### src/rtl/adrpid_pkg.sv
// Shared types and constants for the ADR PID spreading factor / power controller.
// Used by adrpid_div, adr_pid_sf_power_controller_top and the testbench; no dependencies.
`timescale 1ns / 1ps
package adrpid_pkg;

	// Default number of per-device state entries
	localparam int DEVICES_DEF = 256;

	// Port widths
	localparam int IN_TDATA_W  = 64;
	localparam int OUT_TDATA_W = 8;
	localparam int CFG_IDX_W   = 3;
	localparam int CFG_DATA_W  = 12;

	// Configuration register indexes
	localparam logic [CFG_IDX_W-1:0] CFG_KP         = 3'd0;
	localparam logic [CFG_IDX_W-1:0] CFG_KI         = 3'd1;
	localparam logic [CFG_IDX_W-1:0] CFG_KD         = 3'd2;
	localparam logic [CFG_IDX_W-1:0] CFG_SNR_FLOOR  = 3'd3;
	localparam logic [CFG_IDX_W-1:0] CFG_SNR_STEP   = 3'd4;

	// Configuration reset values
	localparam logic [11:0] KP_RST        = 12'd128;
	localparam logic [11:0] KI_RST        = 12'd0;
	localparam logic [11:0] KD_RST        = 12'd0;
	localparam logic [10:0] SNR_FLOOR_RST = 11'h6C0;	// -320
	localparam logic [7:0]  SNR_STEP_RST  = 8'd40;

	// Radio limits
	localparam logic [3:0] SF_MIN = 4'd7;
	localparam logic [3:0] SF_MAX = 4'd12;
	localparam logic [3:0] TP_MIN = 4'd2;
	localparam logic [3:0] TP_MAX = 4'd14;

	// Milliseconds per second: integral scale and elapsed time fallback
	localparam logic [31:0] MS_PER_S = 32'd1000;

	// Internal datapath widths
	localparam int ERR_W  = 13;	// required minus measured SNR
	localparam int DIFF_W = 14;	// error change since last item
	localparam int T_W    = 25;	// gain times error magnitude
	localparam int P_W    = 26;	// proportional term, signed
	localparam int INC_W  = 48;	// integral increment, signed
	localparam int D_W    = 36;	// derivative term, signed
	localparam int U_W    = 40;	// controller output, signed
	localparam int R_W    = 28;	// rounded step magnitude
	localparam int WORD_W = 80;	// {integral_sum, last_error, last_time}

	// Shared divider: radix 4, two quotient bits per cycle
	localparam int DIVD_W = 58;
	localparam int DIVS_W = 32;
	localparam int STEP_W = 5;
	localparam logic [STEP_W-1:0] STEPS_I = 5'd29;	// 58-bit dividend
	localparam logic [STEP_W-1:0] STEPS_D = 5'd18;	// 36-bit dividend, left aligned
	localparam int D_PAD_W = DIVD_W - 36;

	typedef struct packed {
		logic              start;
		logic [STEP_W-1:0] steps;
		logic [DIVD_W-1:0] dividend;
		logic [DIVS_W-1:0] divisor;
	} div_cmd_t;

	typedef enum logic [3:0] {
		ST_IDLE,
		ST_LOAD,
		ST_MP,
		ST_MI1,
		ST_MI2,
		ST_DI,
		ST_MD1,
		ST_MD2,
		ST_DD,
		ST_INT,
		ST_SUM,
		ST_ABS,
		ST_RND
	} state_t;

endpackage

### src/rtl/adrpid_div.sv
// Iterative unsigned restoring divider, two quotient bits per cycle.
// Depends on adrpid_pkg (div_cmd_t, DIVD_W, DIVS_W, STEP_W).
`timescale 1ns / 1ps
module adrpid_div (
	input  logic                          clk,
	input  logic                          arst_n,
	input  adrpid_pkg::div_cmd_t          cmd,
	output logic                          busy,
	output logic [adrpid_pkg::DIVD_W-1:0] quotient
);
	import adrpid_pkg::*;

	logic              busy_q;
	logic [STEP_W-1:0] cnt_q;
	logic [DIVS_W-1:0] rem_q;
	logic [DIVS_W-1:0] dvs_q;
	logic [DIVD_W-1:0] quot_q;
	logic [DIVS_W:0]   s1;
	logic [DIVS_W:0]   s2;

	// One restoring step: returns {quotient bit, new remainder}
	function automatic logic [DIVS_W:0] rstep(input logic [DIVS_W-1:0] r, input logic b,
		input logic [DIVS_W-1:0] d);
		logic [DIVS_W:0] t;
		logic            ge;
		t  = {r, b};
		ge = (t >= {1'b0, d});
		return {ge, ge ? DIVS_W'(t - {1'b0, d}) : t[DIVS_W-1:0]};
	endfunction

	always_comb begin
		s1 = rstep(rem_q, quot_q[DIVD_W-1], dvs_q);
		s2 = rstep(s1[DIVS_W-1:0], quot_q[DIVD_W-2], dvs_q);
	end

	always_ff @(posedge clk or negedge arst_n) begin
		if (!arst_n) begin
			busy_q <= 1'b0;
			cnt_q  <= '0;
		end else if (cmd.start) begin
			busy_q <= 1'b1;
			cnt_q  <= cmd.steps;
		end else if (busy_q) begin
			cnt_q <= cnt_q - 1'b1;
			if (cnt_q == STEP_W'(1)) begin
				busy_q <= 1'b0;
			end
		end
	end

	// Shift dividend out at the top, quotient bits in at the bottom
	always_ff @(posedge clk) begin
		if (cmd.start) begin
			rem_q  <= '0;
			dvs_q  <= cmd.divisor;
			quot_q <= cmd.dividend;
		end else if (busy_q) begin
			rem_q  <= s2[DIVS_W-1:0];
			quot_q <= {quot_q[DIVD_W-3:0], s1[DIVS_W], s2[DIVS_W]};
		end
	end

	assign busy     = busy_q;
	assign quotient = quot_q;

	a_start_busy: assert property (@(posedge clk) disable iff (!arst_n)
		cmd.start |=> busy_q)
		else $error("divider did not go busy after start");

	a_last_step: assert property (@(posedge clk) disable iff (!arst_n)
		(busy_q && cnt_q == STEP_W'(1) && !cmd.start) |=> !busy_q)
		else $error("divider ran past its step count");

	a_rem_bound: assert property (@(posedge clk) disable iff (!arst_n)
		busy_q |-> (rem_q < dvs_q))
		else $error("partial remainder not below divisor");

endmodule

### config.mk
export PLATFORM = sky130hd
export DESIGN_NAME = adrpid_div
export DESIGN_NICKNAME = d
export VERILOG_FILES = /design/src/rtl/adrpid_pkg.sv /design/src/rtl/adrpid_div.sv
export SDC_FILE = /design/constraint.sdc
export NUM_CORES = 1
export LEC_CHECK = 0
export BUFFER_PORTS_ARGS = -buffer_cell sky130_fd_sc_hd__buf_2
export CAP_MARGIN = 20
export CORE_UTILIZATION = 39
export CTS_CLUSTER_DIAMETER = 100
export DETAILED_ROUTE_END_ITERATION = 7
export GPL_TIMING_DRIVEN = 0
export SLEW_MARGIN = 20
export SYNTH_ARGS = -nofsm -noshare
export SYNTH_HDL_FRONTEND = slang
export SYNTH_SLANG_ARGS = --single-unit
### constraint.sdc
create_clock -name clk -period 16.6 [get_ports clk]
set_input_delay 0 -clock clk [delete_from_list [all_inputs] [get_ports clk]]
set_output_delay 0 -clock clk [all_outputs]
set_load 0.01 [all_outputs]
==> run metrics <==
antenna violations before repair=0; min cycle time layout=7.498 ns; core region area=22030 um^2; clock transition at the registers of the reported paths=0.06 ns; final weighted congestion of routability-driven global placement=0.8842; endpoint required time on the critical path=16.88 ns; Tcrit/Tclk final=between 40% and 50%; iteration count of the initial detailed-routing pass=7; Cell Pwr Density=136.5 nW/um^2; Total Nets Final=between 1000 and 1500; startpoint of the tightest hold check path=cmd[95]; Global Route Usage Sum=22.99%; Synth Area per Inst=just under 10 um^2; final routed wire length divided by cell count=17.90 um; CTS tree=done; number of enable-type register cells in the synthesized netlist=90; leading register cell type out of synthesis=edfxtp_1; HPWL after detailed placement=19.22 mm; slew at the pin with the worst max-slew slack=0.8976 ns; Fin. Hold Viols=0; setup TNS after final layout=0 ns; worst reg2reg path depth=25; total wire length after detailed routing=26.10 mm; setup slack on the worst flop-to-flop path=9.10 ns; WS Path Type=register to register; maximum clock frequency=133.4 MHz; starting density of the core=40.08%; Worst Hold Path EP=dvs_q[3]$_DFFE_PP_; Slew Viols, Final=0; Final setup viols=0; number of global-route vias before repair=7953; Clk Tree Root Cell=clkbuf_16; sequential area share after synthesis=39.57%; flip-flop and latch count after synthesis=about 130; number of setup buffers added after CTS=0; final clock skew=0.01700 ns; non-filler instance count after layout=about 1500; number of unique standard cell types used by synthesis=between 60 and 70; setup repair after global routing missed its margin=no; Relative slew margins=roughly 40%; run status=finished clean; share of final-layout standard cells stronger than drive strength 1=22.67%; CTS Buf Count=17; LEAKAGE=0.005137 uW; ys async rst share=about 4.7%; pin count of the biggest net entering global routing=59; Longest Clk Path Bufs=2; Chip Width=between 150 and 200 um; clock latency on the worst-skew pair=0.42 ns; capture instance of the worst register-to-register path=rem_q[29]$_SDFFE_PP0P_; number of vias in the routed layout=7968; Critical Path End Type=register; Post-Synthesis Cells=892; number of DRC violations after detailed-routing iteration 0=~520; total die area=23240 um^2; worst hold path stage count=1; Hold/Removal Path Class=input port to register; post_cts resized=0; commonest cells after routing, fill and taps aside=157 x buf_2, 97 x dlygate4sd3_1, 90 x edfxtp_1; wire length of the first global-routing pass=about 42 mm; growth of design area from synthesis to finish=30.77%; net count after synthesis=1058; count of input and output buffers=156; Boundary Pins=157; most frequent standard cell in the layout excluding fill and tap cells=buf_2; aggregate global routing overflow=0; count of nets left with antenna violations after detail routing=0; Worst R2R Start=dvs_q[22]$_DFFE_PP_; Post-Synthesis Cell Area=8828 um^2; H-tree lvl count=4; Die Height=152.5 um; CP arrival=7.78 ns; # DRC=0; number of max-cap violations=0; number of warnings reported in the yosys synthesis log=0; floorplan row count=54; Placed Instances=1329; diode count=0; Avg Vias per Cell=roughly 5.5; Critical Path Start Type=register; Max rail drop VDD=0.06012 mV; maximum net fanout on the critical path=10; CTS Sinks=128
## worst max-delay path, cell delays in order, from the launching register on
cell and delay [ns]:
edfxtp_1 0.37, inv_1 0.13, ha_1 0.30, and3_1 0.24, and3_1 0.25, a211oi_1 0.36, nand3_1 0.14, a21oi_2 0.17
or2_1 0.14, buf_6 0.13, clkbuf_1 0.51, clkbuf_1 0.53, o21ai_0 0.30, ha_1 0.36, nor2b_1 0.15, o211ai_1 0.26
a31oi_1 0.24, o211ai_1 0.42, a21oi_1 0.15, a2111oi_0 0.75, o21ai_1 0.23, a211oi_2 0.48, buf_6 0.25, buf_6 0.19
mux2i_1 0.22, o21ai_0 0.09
## cell usage after synthesis (17+ instances only)
master / count / share of area [%]
edfxtp_1: 90 / 31
nand2_1: 76 / 3.2
ha_1: 66 / 9.4
o21ai_0: 65 / 3.7
mux2_2: 59 / 7.5
a21oi_1: 54 / 3.1
inv_1: 49 / 2.1
nor2_1: 49 / 2.1
dfxtp_1: 32 / 7.3
xnor2_1: 31 / 3.1
mux2i_1: 26 / 2.9
a21o_1: 25 / 2.1
a211oi_1: 24 / 2.0
xor2_1: 22 / 2.2
clkbuf_1: 21 / 0.89
and3_1: 17 / 1.2
nor3_1: 17 / 0.96
## layer usage
| layer | vias up | track usage, % | wire length [um] | part of all wire (%) |
|---|---|---|---|---|
| met1 | 3787 | 29.63 | 11910 | 46 |
| li1 | 3870 | - | - | - |
| met4 | 0 | 7.407 | 503 | 1.9 |
| met2 | 280 | 38.47 | 12100 | 46 |
| met5 | - | 0 | 0 | 0 |
| met3 | 31 | 4.807 | 1586 | 6.1 |
## layout make-up
cell class              count  area, um^2
plain buffers              29       165.2
clock buffers              18       429.2
clock inverters            14       155.1
fillers                  2012       10480
inverters                  49       186.4
multi-input cells         686        4986
flip-flops and latches    128        3493
well taps                 280       350.3
repair buffers            254        1779
## worst max path at each step
stage | start | end | slack, ns | cells after the start
CTS | dvs_q[22]$_DFFE_PP_ | rem_q[8]$_SDFFE_PP0P_ | 9.15 | 25
floorplan | dvs_q[8]$_DFFE_PP_ | rem_q[13]$_SDFFE_PP0P_ | 11.06 | 25
detailed placement | dvs_q[22]$_DFFE_PP_ | rem_q[8]$_SDFFE_PP0P_ | 9.20 | 25
finish | dvs_q[22]$_DFFE_PP_ | rem_q[29]$_SDFFE_PP0P_ | 9.10 | 25
global route | dvs_q[22]$_DFFE_PP_ | rem_q[9]$_SDFFE_PP0P_ | 8.70 | 26
global placement | dvs_q[22]$_DFFE_PP_ | rem_q[4]$_SDFFE_PP0P_ | 9.20 | 25
## state kept, by name, summed over array words and instances, names as in the netlist
name	flops
busy	1
quotient	58
dvs_q	32
cnt_q	5
rem_q	32
## metrics by stage
step / area (um^2) / hold slack (ns) / setup slack (ns) / utilization (%) / power, uW
after floorplan: 8828 / -0.2956 / 11.06 / - / 986.5
after global placement: 9960 / -0.1703 / 9.198 / 45.22 / 1166
after detailed placement: 9990 / -0.1734 / 9.197 / 45.35 / 1169
after CTS: 11540 / 0.2763 / 9.153 / 52.41 / 1574
after global routing: 11540 / 0.2836 / 8.701 / 52.41 / 1676
final: 11540 / 0.2649 / 9.102 / 52.41 / 1576
## where the power goes
part | switching, uW | internal (uW) | total (uW)
clock network | 158 | 224 | 381
logic | 418 | 338 | 756
registers | 37.4 | 401 | 439
total | 613 | 963 | 1580
## cell families (layout without fill, tap and decap cells)
logic type,count (synthesis),after routing,share of synthesized area (%)
compound gates,251,251,18.44
flops,128,128,39.57
simple gates,229,229,12.50
mux,85,85,10.47
xor+xnor,53,53,5.258
buf+inv,78,364,3.954
fa+ha+maj,68,68,9.807
## timing repair
| action | in CTS | in global routing |
|---|---|---|
| hold buffers | 97 | 0 |
| endpoints found under the setup margin | 0 | 0 |
| hold endpoints to repair | 101 | 0 |
No activity file was read; power rests on OpenSTA's default activity.
